### src/rtl/pracl_pkg.sv
// ---------------------------------------------------------------------------
// pracl_pkg: shared types and codes for the port range ACL table
// Transfer structs for both channels, item kinds, mode codes, status codes
// and register indexes.
// ---------------------------------------------------------------------------
package pracl_pkg;

   // Default number of rule slots
   localparam int RULE_SLOTS_DEF = 32;

   // Configuration port geometry
   localparam int CSR_ADDR_W = 4;
   localparam int CSR_DATA_W = 32;

   // Stored rule entry: valid, connect, tcp, hi, lo
   localparam int BODY_W  = 34;
   localparam int ENTRY_W = BODY_W + 1;

   // Item kinds
   localparam logic [1:0] KIND_CHECK  = 2'd0;
   localparam logic [1:0] KIND_ADD    = 2'd1;
   localparam logic [1:0] KIND_DELETE = 2'd2;

   // Per-direction modes
   localparam logic [1:0] MODE_OFF     = 2'd0;
   localparam logic [1:0] MODE_PERMIT  = 2'd1;
   localparam logic [1:0] MODE_LEARN   = 2'd2;
   localparam logic [1:0] MODE_ENFORCE = 2'd3;

   // Check status codes
   localparam logic [2:0] CHK_UNCHECKED = 3'd0;
   localparam logic [2:0] CHK_TRUSTED   = 3'd1;
   localparam logic [2:0] CHK_MATCHED   = 3'd2;
   localparam logic [2:0] CHK_MISS_OK   = 3'd3;
   localparam logic [2:0] CHK_LEARNED   = 3'd4;
   localparam logic [2:0] CHK_DENIED    = 3'd5;

   // Update status codes
   localparam logic [2:0] UPD_DONE    = 3'd0;
   localparam logic [2:0] UPD_PRESENT = 3'd1;
   localparam logic [2:0] UPD_FULL    = 3'd2;
   localparam logic [2:0] UPD_ABSENT  = 3'd3;
   localparam logic [2:0] UPD_INVALID = 3'd4;

   // Register indexes
   localparam logic [1:0] REG_BIND_MODE    = 2'd0;
   localparam logic [1:0] REG_CONNECT_MODE = 2'd1;
   localparam logic [1:0] REG_TRUSTED      = 2'd2;

   typedef struct packed {
      logic [1:0]  kind;
      logic        is_connect_dir;
      logic        is_tcp;
      logic [15:0] port_low;
      logic [15:0] port_high;
   } req_type;

   typedef struct packed {
      logic [2:0] status;
      logic       permitted;
      logic [4:0] slot_index;
   } rsp_type;

endpackage

### src/rtl/pracl_ram.sv
// ---------------------------------------------------------------------------
// pracl_ram: generic single-write, single-read RAM
// One write port and one read port, read data registered.
// ---------------------------------------------------------------------------
module pracl_ram #(
   parameter int WIDTH = 8,
   parameter int DEPTH = 32
) (
   input  logic                     clock,
   input  logic                     wr_en,
   input  logic [$clog2(DEPTH)-1:0] wr_addr,
   input  logic [WIDTH-1:0]         wr_data,
   input  logic [$clog2(DEPTH)-1:0] rd_addr,
   output logic [WIDTH-1:0]         rd_data
);

   logic [WIDTH-1:0] mem_ff [DEPTH];
   logic [WIDTH-1:0] rd_data_ff;

   // Write and registered read
   always_ff @(posedge clock) begin
      if (wr_en) begin
         mem_ff[wr_addr] <= wr_data;
      end
      rd_data_ff <= mem_ff[rd_addr];
   end

   assign rd_data = rd_data_ff;

endmodule

### src/rtl/port_range_acl_table_unit.sv
// ---------------------------------------------------------------------------
// port_range_acl_table_unit: port range access control table
// Keeps bind/connect, TCP/UDP port range rules; adds, deletes and checks.
// ---------------------------------------------------------------------------
// Usage:
//   req channel: one transfer carries a check, add or delete item. The block
//   raises req_stall from acceptance until the result is loaded into the
//   output register, so one item is in work at a time.
//   rsp channel: one result per item, held in an output register until taken;
//   the next item may be accepted while that result waits.
//   csr port: APB writes of bind_mode (0x0), connect_mode (0x4) and
//   domain_trusted (0x8); write only while no item is in work.
// Scan: an item that needs the table is scanned one slot per cycle through
//   the single RAM read port and one compare unit, then goes to the
//   finishing step, which loads its result; the next item is taken once the
//   block is back in idle. Items answered without the table (mode off,
//   trusted, malformed) go from acceptance straight to the finishing step.
// Reset: control state and registers clear, then a clearing pass writes every
//   slot invalid with req_stall high.
// Receiver stall: the result holds in the output register; a finished item
//   waits in its last step until the register frees.
// ---------------------------------------------------------------------------
module port_range_acl_table_unit #(
   parameter int RULE_SLOTS = pracl_pkg::RULE_SLOTS_DEF
) (
   input  logic                                clock,
   input  logic                                reset,
   // request channel
   input  logic                                req_valid,
   output logic                                req_stall,
   input  pracl_pkg::req_type                  req_data,
   // result channel
   output logic                                rsp_valid,
   input  logic                                rsp_stall,
   output pracl_pkg::rsp_type                  rsp_data,
   // configuration port
   input  logic                                csr_psel,
   input  logic                                csr_penable,
   input  logic                                csr_pwrite,
   input  logic [pracl_pkg::CSR_ADDR_W-1:0]    csr_paddr,
   input  logic [pracl_pkg::CSR_DATA_W-1:0]    csr_pwdata,
   output logic [pracl_pkg::CSR_DATA_W-1:0]    csr_prdata,
   output logic                                csr_pready
);

   import pracl_pkg::*;

   localparam int IDX_W = $clog2(RULE_SLOTS);
   localparam int CNT_W = $clog2(RULE_SLOTS + 1);
   localparam int EXT_W = (IDX_W > 5) ? IDX_W : 5;

   localparam logic [1:0] ST_CLEAR  = 2'd0;
   localparam logic [1:0] ST_IDLE   = 2'd1;
   localparam logic [1:0] ST_SCAN   = 2'd2;
   localparam logic [1:0] ST_FINISH = 2'd3;

   logic [1:0]        state_ff, state_in;
   logic [CNT_W-1:0]  cnt_ff, cnt_in;
   req_type           req_ff, req_in;
   logic              hit_ff, hit_in;
   logic [IDX_W-1:0]  hit_idx_ff, hit_idx_in;
   logic              free_ff, free_in;
   logic [IDX_W-1:0]  free_idx_ff, free_idx_in;
   logic              rsp_valid_ff, rsp_valid_in;
   rsp_type           rsp_ff, rsp_in;
   logic [1:0]        bind_mode_ff, connect_mode_ff;
   logic              trusted_ff;

   logic               ram_we;
   logic [IDX_W-1:0]   ram_waddr;
   logic [ENTRY_W-1:0] ram_wdata;
   logic [IDX_W-1:0]   ram_raddr;
   logic [ENTRY_W-1:0] ram_rdata;

   logic               req_xfer;
   logic               cnt_last;
   logic               eval_en;
   logic [IDX_W-1:0]   eval_idx;
   logic               ent_match;
   logic               fin_load;
   logic               fin_we;
   logic [IDX_W-1:0]   fin_waddr;
   logic [ENTRY_W-1:0] fin_wdata;
   logic [1:0]         fin_mode;
   logic [BODY_W-1:0]  req_key;
   logic [1:0]         csr_idx;
   logic               csr_wr;

   // Map a slot number onto the 5-bit result field
   function automatic logic [4:0] slot_field(input logic [IDX_W-1:0] idx);
      logic [EXT_W-1:0] ext;
      ext = EXT_W'(idx);
      return ext[4:0];
   endfunction

   // Rule table: valid bit plus body per slot
   pracl_ram #(
      .WIDTH (ENTRY_W),
      .DEPTH (RULE_SLOTS)
   ) u_rules (
      .clock   (clock),
      .wr_en   (ram_we),
      .wr_addr (ram_waddr),
      .wr_data (ram_wdata),
      .rd_addr (ram_raddr),
      .rd_data (ram_rdata)
   );

   // Configuration port
   assign csr_pready = 1'b1;
   assign csr_idx    = csr_paddr[3:2];
   assign csr_wr     = csr_psel && csr_penable && csr_pwrite;

   always_comb begin
      case (csr_idx)
         REG_BIND_MODE:    csr_prdata = CSR_DATA_W'(bind_mode_ff);
         REG_CONNECT_MODE: csr_prdata = CSR_DATA_W'(connect_mode_ff);
         REG_TRUSTED:      csr_prdata = CSR_DATA_W'(trusted_ff);
         default:          csr_prdata = '0;
      endcase
   end

   always_ff @(posedge clock) begin
      if (reset) begin
         bind_mode_ff    <= MODE_OFF;
         connect_mode_ff <= MODE_OFF;
         trusted_ff      <= 1'b0;
      end else if (csr_wr) begin
         case (csr_idx)
            REG_BIND_MODE:    bind_mode_ff    <= csr_pwdata[1:0];
            REG_CONNECT_MODE: connect_mode_ff <= csr_pwdata[1:0];
            REG_TRUSTED:      trusted_ff      <= csr_pwdata[0];
            default:          ;
         endcase
      end
   end

   // Handshake on the request side
   assign req_stall = (state_ff != ST_IDLE);
   assign req_xfer  = req_valid && !req_stall;

   // Scan counter and read address; data for slot cnt-1 arrives each cycle
   assign cnt_last  = (cnt_ff == CNT_W'(RULE_SLOTS));
   assign ram_raddr = cnt_last ? '0 : cnt_ff[IDX_W-1:0];
   assign eval_en   = (state_ff == ST_SCAN) && (cnt_ff != '0);
   assign eval_idx  = IDX_W'(cnt_ff - CNT_W'(1));
   assign req_key   = {req_ff.is_connect_dir, req_ff.is_tcp, req_ff.port_high,
                       req_ff.port_low};

   // Shared compare unit: cover test for checks, exact match for updates
   always_comb begin
      if (req_ff.kind == KIND_CHECK) begin
         ent_match = ram_rdata[BODY_W] &&
                     (ram_rdata[33:32] == {req_ff.is_connect_dir, req_ff.is_tcp}) &&
                     (ram_rdata[15:0] <= req_ff.port_low) &&
                     (req_ff.port_low <= ram_rdata[31:16]);
      end else begin
         ent_match = ram_rdata[BODY_W] && (ram_rdata[BODY_W-1:0] == req_key);
      end
   end

   // Decide the result once the scan is over
   assign fin_mode = req_ff.is_connect_dir ? connect_mode_ff : bind_mode_ff;
   assign fin_load = (state_ff == ST_FINISH) && (!rsp_valid_ff || !rsp_stall);

   always_comb begin
      rsp_in    = '0;
      fin_we    = 1'b0;
      fin_waddr = free_idx_ff;
      fin_wdata = {1'b1, req_key};
      case (req_ff.kind)
         KIND_CHECK: begin
            rsp_in.permitted = 1'b1;
            if (fin_mode == MODE_OFF) begin
               rsp_in.status = CHK_UNCHECKED;
            end else if (trusted_ff) begin
               rsp_in.status = CHK_TRUSTED;
            end else if (hit_ff) begin
               rsp_in.status     = CHK_MATCHED;
               rsp_in.slot_index = slot_field(hit_idx_ff);
            end else if (fin_mode == MODE_ENFORCE) begin
               rsp_in.status    = CHK_DENIED;
               rsp_in.permitted = 1'b0;
            end else if ((fin_mode == MODE_LEARN) && free_ff) begin
               rsp_in.status     = CHK_LEARNED;
               rsp_in.slot_index = slot_field(free_idx_ff);
               fin_we            = 1'b1;
               fin_wdata         = {1'b1, req_ff.is_connect_dir, req_ff.is_tcp,
                                    req_ff.port_low, req_ff.port_low};
            end else begin
               rsp_in.status = CHK_MISS_OK;
            end
         end
         KIND_ADD: begin
            if (req_ff.port_low > req_ff.port_high) begin
               rsp_in.status = UPD_INVALID;
            end else if (hit_ff) begin
               rsp_in.status     = UPD_PRESENT;
               rsp_in.permitted  = 1'b1;
               rsp_in.slot_index = slot_field(hit_idx_ff);
            end else if (free_ff) begin
               rsp_in.status     = UPD_DONE;
               rsp_in.permitted  = 1'b1;
               rsp_in.slot_index = slot_field(free_idx_ff);
               fin_we            = 1'b1;
            end else begin
               rsp_in.status = UPD_FULL;
            end
         end
         KIND_DELETE: begin
            if (req_ff.port_low > req_ff.port_high) begin
               rsp_in.status = UPD_INVALID;
            end else if (hit_ff) begin
               rsp_in.status     = UPD_DONE;
               rsp_in.permitted  = 1'b1;
               rsp_in.slot_index = slot_field(hit_idx_ff);
               fin_we            = 1'b1;
               fin_waddr         = hit_idx_ff;
               fin_wdata         = '0;
            end else begin
               rsp_in.status = UPD_ABSENT;
            end
         end
         default: begin
            rsp_in.status = UPD_INVALID;
         end
      endcase
   end

   // RAM write port: clearing pass or the finishing write
   always_comb begin
      if (state_ff == ST_CLEAR) begin
         ram_we    = 1'b1;
         ram_waddr = cnt_ff[IDX_W-1:0];
         ram_wdata = '0;
      end else begin
         ram_we    = fin_load && fin_we;
         ram_waddr = fin_waddr;
         ram_wdata = fin_wdata;
      end
   end

   // Sequencer
   always_comb begin
      state_in    = state_ff;
      cnt_in      = cnt_ff;
      req_in      = req_ff;
      hit_in      = hit_ff;
      hit_idx_in  = hit_idx_ff;
      free_in     = free_ff;
      free_idx_in = free_idx_ff;
      case (state_ff)
         ST_CLEAR: begin
            // sweep every slot invalid
            if (cnt_ff == CNT_W'(RULE_SLOTS - 1)) begin
               cnt_in   = '0;
               state_in = ST_IDLE;
            end else begin
               cnt_in = cnt_ff + CNT_W'(1);
            end
         end
         ST_IDLE: begin
            if (req_xfer) begin
               req_in  = req_data;
               hit_in  = 1'b0;
               free_in = 1'b0;
               cnt_in  = '0;
               // scan only when the answer depends on the table
               if (req_data.kind == KIND_CHECK) begin
                  if ((req_data.is_connect_dir ? connect_mode_ff : bind_mode_ff)
                        == MODE_OFF || trusted_ff) begin
                     state_in = ST_FINISH;
                  end else begin
                     state_in = ST_SCAN;
                  end
               end else if (req_data.kind == KIND_ADD || req_data.kind == KIND_DELETE) begin
                  state_in = (req_data.port_low > req_data.port_high) ? ST_FINISH : ST_SCAN;
               end else begin
                  state_in = ST_FINISH;
               end
            end
         end
         ST_SCAN: begin
            // record the lowest matching and the lowest free slot
            if (eval_en) begin
               if (ent_match && !hit_ff) begin
                  hit_in     = 1'b1;
                  hit_idx_in = eval_idx;
               end
               if (!ram_rdata[BODY_W] && !free_ff) begin
                  free_in     = 1'b1;
                  free_idx_in = eval_idx;
               end
            end
            if (cnt_last) begin
               state_in = ST_FINISH;
            end else begin
               cnt_in = cnt_ff + CNT_W'(1);
            end
         end
         ST_FINISH: begin
            if (fin_load) begin
               state_in = ST_IDLE;
            end
         end
         default: begin
            state_in = ST_IDLE;
         end
      endcase
   end

   // Output register
   always_comb begin
      if (fin_load) begin
         rsp_valid_in = 1'b1;
      end else if (!rsp_stall) begin
         rsp_valid_in = 1'b0;
      end else begin
         rsp_valid_in = rsp_valid_ff;
      end
   end

   always_ff @(posedge clock) begin
      if (reset) begin
         state_ff     <= ST_CLEAR;
         cnt_ff       <= '0;
         hit_ff       <= 1'b0;
         free_ff      <= 1'b0;
         rsp_valid_ff <= 1'b0;
      end else begin
         state_ff     <= state_in;
         cnt_ff       <= cnt_in;
         hit_ff       <= hit_in;
         free_ff      <= free_in;
         rsp_valid_ff <= rsp_valid_in;
      end
   end

   always_ff @(posedge clock) begin
      req_ff      <= req_in;
      hit_idx_ff  <= hit_idx_in;
      free_idx_ff <= free_idx_in;
      if (fin_load) begin
         rsp_ff <= rsp_in;
      end
   end

   assign rsp_valid = rsp_valid_ff;
   assign rsp_data  = rsp_ff;

   // A denied or failed result never changes the table
   a_no_write_on_fail: assert property (@(posedge clock) disable iff (reset)
      (state_ff == ST_FINISH) && ram_we |-> rsp_in.permitted)
      else $error("table written for a failed item");

   // An accepted item goes straight to scanning or finishing
   a_accept_next: assert property (@(posedge clock) disable iff (reset)
      req_xfer |=> (state_ff == ST_SCAN) || (state_ff == ST_FINISH))
      else $error("accepted item not started");

   // Scanning ends only through the finishing step
   a_scan_exit: assert property (@(posedge clock) disable iff (reset)
      (state_ff == ST_SCAN) |=> (state_ff == ST_SCAN) || (state_ff == ST_FINISH))
      else $error("scan left abnormally");

   // A new result appears only out of the finishing step
   a_rsp_source: assert property (@(posedge clock) disable iff (reset)
      $rose(rsp_valid_ff) |-> $past(state_ff == ST_FINISH))
      else $error("result without a finished item");

endmodule
### config.mk
export PLATFORM = sky130hd
export DESIGN_NAME = port_range_acl_table_unit
export DESIGN_NICKNAME = d
export VERILOG_FILES = /design/src/rtl/pracl_pkg.sv /design/src/rtl/pracl_ram.sv /design/src/rtl/port_range_acl_table_unit.sv
export SDC_FILE = /design/constraint.sdc
export NUM_CORES = 1
export LEC_CHECK = 0
export BUFFER_PORTS_ARGS = -buffer_cell sky130_fd_sc_hd__buf_2
export CAP_MARGIN = 20
export CORE_MARGIN = 10
export CORE_UTILIZATION = 65
export CTS_CLUSTER_SIZE = 20
export DETAILED_ROUTE_END_ITERATION = 10
export PLACE_DENSITY = 0.82
export RECOVER_POWER = 50
export SLEW_MARGIN = 20
export SYNTH_ARGS = -nofsm -noshare
export SYNTH_HDL_FRONTEND = slang
export SYNTH_HIERARCHICAL = 1
export SYNTH_SLANG_ARGS = --single-unit
### constraint.sdc
create_clock -name clock -period 11.04 [get_ports clock]
set_input_delay 2.208 -clock clock [delete_from_list [all_inputs] [get_ports clock]]
set_output_delay 2.208 -clock clock [all_outputs]
set_load 0.02 [all_outputs]
# == Word level (Yosys, flattened, before mapping) ==
# Memory sizes are Yosys's and may differ from the RTL's. A register that Yosys moved wholly into a read port is not among the register bits.
# Index checks and enable logic that the tools add are counted.
# Widths: inputs -> output; s select.
# totals
regBits,71
latch_bits,0
mem_bits_rw,1120
romBits,0
inputBits,79
out_inout_bits,44
n_memories,1
# mem_list
memory,depth,word_bits,read_ports,rd_clocked_by_memory_dff,wr,line_no,rtl
u_rules.mem_ff,32,35,1,1,1,pracl_ram.sv:17,logic [WIDTH-1:0] mem_ff [DEPTH];
# op_classes
n_addsub,2
n_mul,0
n_div,0
order_cmp,4
eq_ne,25
n_shift,0
mux,77
bitwise,0
n_reduce_logical,41
# ops
cell,n
$mux 32,5
$mux 35,3
$pmux 35 s2,1
$mux 6,9
$mux 5,8
$pmux 6 s3,2
$eq 34x34->1,1
$gt 16x16->1,2
$le 16x16->1,2
$mux 1,26
$mux 3,7
$mux 2,9
$eq 2x2->1 const B,7
$logic_and 1x1->1,13
$logic_not 2->1,6
$reduce_and 4->1,3
$ne 2x1->1 const B,5
$ne 2x2->1 const B,5
$mux 9,1
$pmux 3 s3,1
$reduce_and 3->1,3
$eq 2x1->1 const B,4
$pmux 2 s4,1
$reduce_and 2->1,4
other kinds (13),21

# == Longest topological paths before layout ==
# Gate-level depths: netlist of the first run.
# logic_depth
word_depth,13
ltp_mapped,12

# == Hierarchy ==
# The synthesis of the first run kept the hierarchy.
# modules_own_cells
module,n_inst,cells_each,area_per_inst_um2
pracl_ram,1,2469,44546.5
port_range_acl_table_unit,1,612,5688.0

# == Worst setup path before layout of the first run ==
# No wires, ideal clock.
# synth_timing
kind,input port to flip-flop
from,in rsp_stall
to,"mem u_rules/mem_ff[28][0] (netlist bit), enable pin"
setup_ns,0.427
arrival_ns,5.434
t_required_ns,10.613
path_slack_ns,5.179
cell_stages,5
path_buffers,1
path_cell_list,a21boi_0 -> a31o_2 -> or3b_2 -> clkbuf_1 -> nor2_1
# synth_between
elab_chain_len,7
# synth_lines
element,line_no,rtl
"start, declared",port_range_acl_table_unit.sv:34,"input logic rsp_stall,"
$logic_not 1->1,n/a,
$logic_or 1x1->1,port_range_acl_table_unit.sv:164,assign fin_load = (state_ff == ST_FINISH) && (!rsp_valid_ff || !rsp_stall);
$logic_and 1x1->1,port_range_acl_table_unit.sv:164,
$logic_and 1x1->1,port_range_acl_table_unit.sv:237,ram_we = fin_load && fin_we;
$mux 1,port_range_acl_table_unit.sv:232,if (state_ff == ST_CLEAR) begin
net ram_we,port_range_acl_table_unit.sv:69,logic ram_we;
$mux 1,pracl_ram.sv:22,if (wr_en) begin
$mux 1 (implied by the code),pracl_ram.sv:23,mem_ff[wr_addr] <= wr_data;
"end, declared",pracl_ram.sv:17,
# The timed path passes the listed nets, and every way through them passes these cells.

# == Worst setup path after layout of the first run ==
# layout_timing
from,reg req_ff[20] (netlist bit)
to,mem u_rules/mem_ff[5][28] (netlist bit) (data pin)
# layout_between
elab_chain_len,4
# layout_lines
element,line_no,rtl
"start, declared",port_range_acl_table_unit.sv:59,"req_type req_ff, req_in;"
"start signal, assigned",port_range_acl_table_unit.sv:340,req_ff <= req_in;
$gt 16x16->1,port_range_acl_table_unit.sv:211,if (req_ff.port_low > req_ff.port_high) begin
$mux 35,port_range_acl_table_unit.sv:211,
$pmux 35 s2,port_range_acl_table_unit.sv:171,case (req_ff.kind)
$mux 35,port_range_acl_table_unit.sv:232,
net ram_wdata[28],port_range_acl_table_unit.sv:71,logic [ENTRY_W-1:0] ram_wdata;
# The timed path passes the listed nets, and every way through them passes these cells.

==> results.md, run 1 <==
- Post_cts resized: 0
- Num CTS Buffers: approximately 110
- Most frequent CP cell: o21ai_0
- Crit path max-delay cell type: o21ai_0
- RSZ-0062 raised after global routing: false
- Critical path origin: req_ff[20]
- Depth of the worst hold-timing path: 2
- Reg2reg start: req_ff[20]
- Initial antenna violation count: 0
- Clock sinks: roughly 1,200
- Multi-input logic area: 0.0126 mm²
- R2R Path End: u_rules/mem_ff[5][28]
- Largest family of logic cells by synthesized area: multiplexers
- Slew Viols, Final: around 460
- Worst Path Arrival: approximately 6.3 ns
- Clk_lat worst skew: between 0.6 and 0.7 ns
- Clk_skew: 0.0304 ns
- Rows: around 100
- Seq/Total Area, Yosys: 0.723
- Gpl congestion: roughly 0.9
- Filler cell count: around 4,500
- Complex-gate fraction of the synthesized area: 0.0630
- CTS clk-pin slew, worst paths: around 0.06 ns
- Ys flop type: edfxtp_1
- Final WL: 121,000 µm
- Rel. slew slack: -1.31
- Total Power: between 10 and 15 mW
- Worst R2R Setup Slack: 4.76 ns
- Synth warn: 6
- Die width: ~300 µm
- GRT overflow: 0
- Core Area: ~0.076 mm²
- Worst vdd ir: approximately 0.0003 V
- Max_cap viols: 15
- Setup TNS: 0 ns
- Status: finished with violations
- Post-Synth XOR/XNOR Area: 0.00436
- Count of input and output buffers: between 50 and 60
- Chip height: between 200 and 300 µm
- FFs w/ async S/R, synth: 0
- CTS tree: built
- Tmin final: approximately 6.3 ns
- Final setup viols: 0
- DRC Markers: 0
- Global-route wire length before repair: between 150,000 and 200,000 µm
- Ant diodes: 0
- Adder-cell share of the synthesized area: 0.0189
- Vias: around 28,000
- Gate Count Post-Synth: about 3,100
- Number of global-route vias before repair: roughly 29,000
- Synthesized area per cell: about 16 µm²
- DR vias/cell: 6.64
- Crit-path max FO: 32
- CTS Hold Bufs: 0
- Drt first-iter violations: roughly 3,200
- CP peak stage delay: 2.80 ns
- WL/cell: about 28 µm
- CP startpoint kind: flip-flop
- Critical path destination: u_rules/mem_ff[5][28]
- Multiplexer share of the synthesized area: 0.114
- Final Hold Fails: 0
- CTS Root Cell: clkbuf_16
- # nets final: ~3,300
- H-tree levels: 3
- EDFF count, synth: 1,175
- Power per cell area: ~260 mW/mm²
- Post-DRT Antenna Nets: 0
- Fin crit share: 0.569
- Post-Syn Area: 0.0502 mm²
- Library cells used by synthesis: 74
- Detailed Routing Iterations Pass 1: 6
- Dpl hpwl: 64,000 µm
- Largest net degree at the start of global routing: ~140
- P_leak: between 15 and 20 nW
- Critical-path cell list: ha_1, nand3_1, o21bai_1, a311oi_1, o31a_1, o21ai_0, o21ai_0
- WP data required: approximately 11 ns
- Tightest Pin Transition: between 3 and 4 ns
- Violated checks: capacitance limit, slew limit
- Post-CTS setup buffer count: 0
- Setup Crit Path Kind: reg2reg
- Initial Util: 0.658
- Total GRT Usage: 0.266
- #FFs+latches synth: approximately 1,200
- Share of cells above drive strength 1: 0.0834
- R2R cell count: 7
- Worst Hold Class: reg2reg
- IO Pins: between 100 and 150
- Crit path capture type: flip-flop
- Register Area: about 0.036 mm²
- Area added between synthesis and finish: 9.09%
- Simple-Gate Fraction of Synth Area: 0.0432
- Die area: approximately 0.089 mm²
- Highest clock rate: around 160 MHz
- Clock tree buffer depth: 3
==> report_power, final <==
| group | internal, mW | switching [mW] | total [mW] |
|---|---|---|---|
| combinational | 1.31 | 2.72 | 4.02 |
| clock | 2.18 | 1.62 | 3.80 |
| sequential | 6.20 | 0.221 | 6.42 |
| total | 9.68 | 4.56 | 14.2 |
==> flip-flops by register name, summed over array words and instances, names as in the netlist, 2 cells and up <==
register,count
bind_mode_ff,2
cnt_ff,6
connect_mode_ff,2
free_idx_ff,5
hit_idx_ff,5
req_ff,36
rsp_data,9
state_ff,2
u_rules/mem_ff,1120
u_rules/rd_data,35
==> cell type report <==
class | count | share of cell area
multi-input combinational | 1610 | 0.230
sequential | 1226 | 0.662
inverter | 83 | 0.00569
tap | 1030 | 0.0235
clock inverter | 65 | 0.0114
timing repair buffer | 121 | 0.0131
clock buffer | 143 | 0.0542
==> cell families after synthesis <==
logic type	after synthesis
multiplexers	571
other	2
AO/OA/AOI/OAI	461
XOR/XNOR	25
flip-flops	1226
adder cells (fa/ha/maj)	76
buffers and inverters	274
AND/OR/NAND/NOR	446
==> routing by layer <==
metal,share of wire,up-vias,GRT usage
li1,-,12100,-
met1,0.36,14200,0.343
met2,0.48,1769,0.434
met3,0.11,370,0.0558
met4,0.049,0,0.117
met5,0,-,0
==> Yosys cell counts (3+ instances only) <==
| library cell | instances | area share |
|---|---|---|
| edfxtp_1 | 1175 | 0.70 |
| mux2i_1 | 570 | 0.11 |
| a21oi_1 | 142 | 0.014 |
| nand2_1 | 131 | 0.0098 |
| a22oi_1 | 122 | 0.018 |
| nand3_1 | 121 | 0.012 |
| inv_1 | 83 | 0.0062 |
| ha_1 | 76 | 0.019 |
| a22o_1 | 75 | 0.013 |
| nor2_1 | 71 | 0.0053 |
| buf_4 | 57 | 0.0085 |
| dfxtp_1 | 51 | 0.020 |
| buf_2 | 45 | 0.0045 |
| clkbuf_1 | 41 | 0.0031 |
| a31oi_1 | 39 | 0.0049 |
| nor3_1 | 31 | 0.0031 |
| o21ai_0 | 25 | 0.0025 |
| and2_1 | 23 | 0.0029 |
| xnor2_1 | 19 | 0.0033 |
| buf_6 | 16 | 0.0036 |
| nand4_1 | 15 | 0.0019 |
| buf_1 | 12 | 0.00090 |
| buf_12 | 12 | 0.0048 |
| nor3_2 | 10 | 0.0020 |
| nor2b_1 | 9 | 0.0011 |
| nand3b_1 | 8 | 0.0012 |
| a21o_1 | 7 | 0.0010 |
| buf_8 | 7 | 0.0021 |
| nand2b_1 | 6 | 0.00075 |
| xor2_1 | 6 | 0.0010 |
| o22ai_1 | 5 | 0.00062 |
| or3_1 | 5 | 0.00062 |
| a21boi_0 | 4 | 0.00060 |
| o211ai_1 | 4 | 0.00060 |
| a311oi_1 | 3 | 0.00052 |
| or3b_2 | 3 | 0.00052 |
==> metrics by stage <==
step	hold slack, ns	util	area, µm²	setup WS (ns)	std cells
2_1_floorplan	0.469	-	50300	5.18	3110
3_3_place_gp	0.495	0.673	51400	5.43	4069
3_5_place_dp	0.526	0.674	51400	5.38	4070
4_1_cts	0.533	0.721	55000	5.56	4278
5_1_grt	0.567	0.718	54800	4.28	4278
6_report	0.542	0.718	54800	4.76	4278
==> worst max-delay path, delay by kind of cell, from the launching register on <==
kind / cells / cell delay (ns)
flops: 1 / 0.58
compound gates: 5 / 4.49
simple gates: 1 / 0.10
fa+ha+maj: 1 / 0.41
==> cell usage in the layout, fill, tap and decap left out, types with 31 or more instances in the layout <==
cell,Yosys,routed
a21oi_1,142,141
a22o_1,75,75
a22oi_1,122,122
a31oi_1,39,39
buf_4,57,45
clkbuf_1,41,88
clkbuf_16,0,113
conb_1,2,31
dfxtp_1,51,51
edfxtp_1,1175,1175
ha_1,76,75
inv_1,83,83
mux2i_1,570,570
nand2_1,131,130
nand3_1,121,121
nor2_1,71,38
nor2_4,0,33
nor3_1,31,32
==> how the worst min path moves through the flow <==
| stage | start | end |
|---|---|---|
| 3_3_place_gp | connect_mode_ff[0] | connect_mode_ff[0] |
| 5_1_grt | rsp_valid | rsp_valid |
| 3_5_place_dp | connect_mode_ff[1] | connect_mode_ff[1] |
| 4_1_cts | connect_mode_ff[1] | connect_mode_ff[1] |
| 6_report | connect_mode_ff[1] | connect_mode_ff[1] |
| 2_1_floorplan | connect_mode_ff[0] | connect_mode_ff[0] |
(Power assumes the default switching activity.)
==> run 2, diff against run 1 <==
Settings changed: CORE_UTILIZATION 65 to 62, PLACE_DENSITY 0.82 to 0.79.
Clock period 11.04 ns to 6 ns, I/O delays scaled along.
==> results.md, run 2 (synthesized netlist as in run 1, its figures left out) <==
- Multi-input logic area: around 0.012 mm²
- Initial Util: 0.625
- DR vias/cell: between 6 and 7
- Initial antenna violation count: 0
- Drt first-iter violations: about 3,300
- Global-route wire length before repair: ~180,000 µm
- Most frequent cells in the layout: 1,175 x edfxtp_1, 570 x mux2i_1, 141 x a21oi_1
- Crit path max-delay cell type: nor2_1
- Crit-path max FO: 27
- Layout Cells excl Fill: around 4,400
- CP startpoint kind: flip-flop
- CTS clk-pin slew, worst paths: ~0.07 ns
- Largest Register: u_rules/mem_ff
- WP data required: 6.30 ns
- Clock sinks: 1,226
- Rel. slew slack: -0.877
- Number of global-route vias before repair: about 28,000
- Crit path capture type: flip-flop
- Final setup viols: 0
- Die area: roughly 0.093 mm²
- Total Power: about 26 mW
- Worst vdd ir: 0.000407 V
- Clk_skew: approximately 0.033 ns
- Max reg flops: between 1,000 and 1,500
- P_leak: roughly 19 nW
- Final Util: 0.687
- Clk_lat worst skew: about 0.68 ns
- Power per cell area: between 400 and 500 mW/mm²
- Tmin final: 5.35 ns
- GRT overflow: 0
- Share of cells above drive strength 1: 0.0908
- CTS Hold Bufs: 0
- DRC Markers: 0
- CTS Root Cell: clkbuf_16
- Vias: between 20,000 and 30,000
- WL/cell: 27.3 µm
- Gpl congestion: slightly below 0.9
- Setup Crit Path Kind: reg2reg
- CTS tree: built
- Final WL: 119,000 µm
- Chip height: a little over 300 µm
- Register Area: about 0.036 mm²
- Tightest Pin Transition: around 2.8 ns
- Post-DRT Antenna Nets: 0
- Cell area after layout: approximately 0.055 mm²
- Placed Cells: roughly 4,100
- IO Pins: approximately 120
- Setup TNS: 0 ns
- CP peak stage delay: 0.92 ns
- Area added between synthesis and finish: 9.98%
- Commonest non-fill, non-tap cell in the layout: edfxtp_1
- Num CTS Buffers: around 110
- Highest clock rate: between 150 and 200 MHz
- Dpl hpwl: roughly 66,000 µm
- Worst Hold Class: reg2reg
- Final Hold Fails: 0
- Post_cts resized: 0
- Worst Path Arrival: ~5.7 ns
- Die width: 305 µm
- Slew Viols, Final: 285
- Largest net degree at the start of global routing: 77
- Violated checks: capacitance limit, slew limit
- Max_cap viols: 11
- Clock tree buffer depth: 3
- Filler cell count: just over 5,000
- RSZ-0062 raised after global routing: false
- Rows: about 100
- Post-DP Area: 0.0518 mm²
- Core Area: around 0.080 mm²
- Critical-path cell list: ha_1, nand4_1, or4_1, mux2_1, o31a_1, o21ai_0, a31o_2, or3b_2, nor2_1, buf_4
- Detailed Routing Iterations Pass 1: 6
- Fin crit share: 0.892
- H-tree levels: 3
- Count of input and output buffers: 59
- Total GRT Usage: 0.250
- # nets final: 3,346
- Status: finished with violations
- Post-CTS setup buffer count: 0
-- run 2: changes by cell type in the layout (fill, tap and decap cells not counted), sizes merged --
cell	before	now
buf	60	88
clkinv	50	33
clkinvlp	0	7
clkbuf	204	236
diode	0	2
bufinv	12	7
-- run 2: final cells by class --
type	count	share of cell area
sequential	1226	0.657
multi-input combinational	1610	0.226
clock buffer	168	0.0585
tap	1060	0.0240
timing repair buffer	156	0.0201
clock inverter	50	0.00840
inverter	83	0.00564
antenna	2	0.0000906
-- run 2: through the flow --
stage / worst slack (ns) / hold WS (ns)
after floorplan: 1.15 / 0.469
after global placement: 1.39 / 0.497
after detailed placement: 1.25 / 0.523
after CTS: 1.25 / 0.533
after global routing: 0.546 / 0.558
final: 0.647 / 0.533
-- run 2: power by group --
part           total (mW)  switching (mW)  internal [mW]
Clock                7.03            3.00           4.03
Combinational        7.37            4.86           2.51
Sequential           11.8           0.415           11.4
-- run 2: path summary, 6_finish.rpt --
| path | startpoint | to | slack (ns) | depth (start not counted) |
|---|---|---|---|---|
| max | req_ff[27] | u_rules/mem_ff[0][1] | 0.65 | 10 |
| min | connect_mode_ff[0] | connect_mode_ff[0] | 0.53 | 2 |
| max reg2reg | req_ff[27] | u_rules/mem_ff[0][1] | 0.65 | 10 |
| min reg2reg | connect_mode_ff[0] | connect_mode_ff[0] | 0.53 | 2 |
-- run 2: worst max-delay path, delay by kind of cell, from the launching register on --
kind            cells  cell delay (ns)
compound gates      3             0.73
fa+ha+maj           1             0.40
buf+inv             1             0.63
flops               1             0.55
mux                 1             0.36
simple gates        4             2.28
-- run 2: layer usage --
layer  vias up  part of all wire  wire, µm  global-route usage
met1     14200              0.38     45600               0.327
li1      12200                 -         -                   -
met5         -                 0         0                   0
met2      1557              0.48     57200               0.411
met4         0             0.041      4880               0.105
met3       308             0.094     11200              0.0445
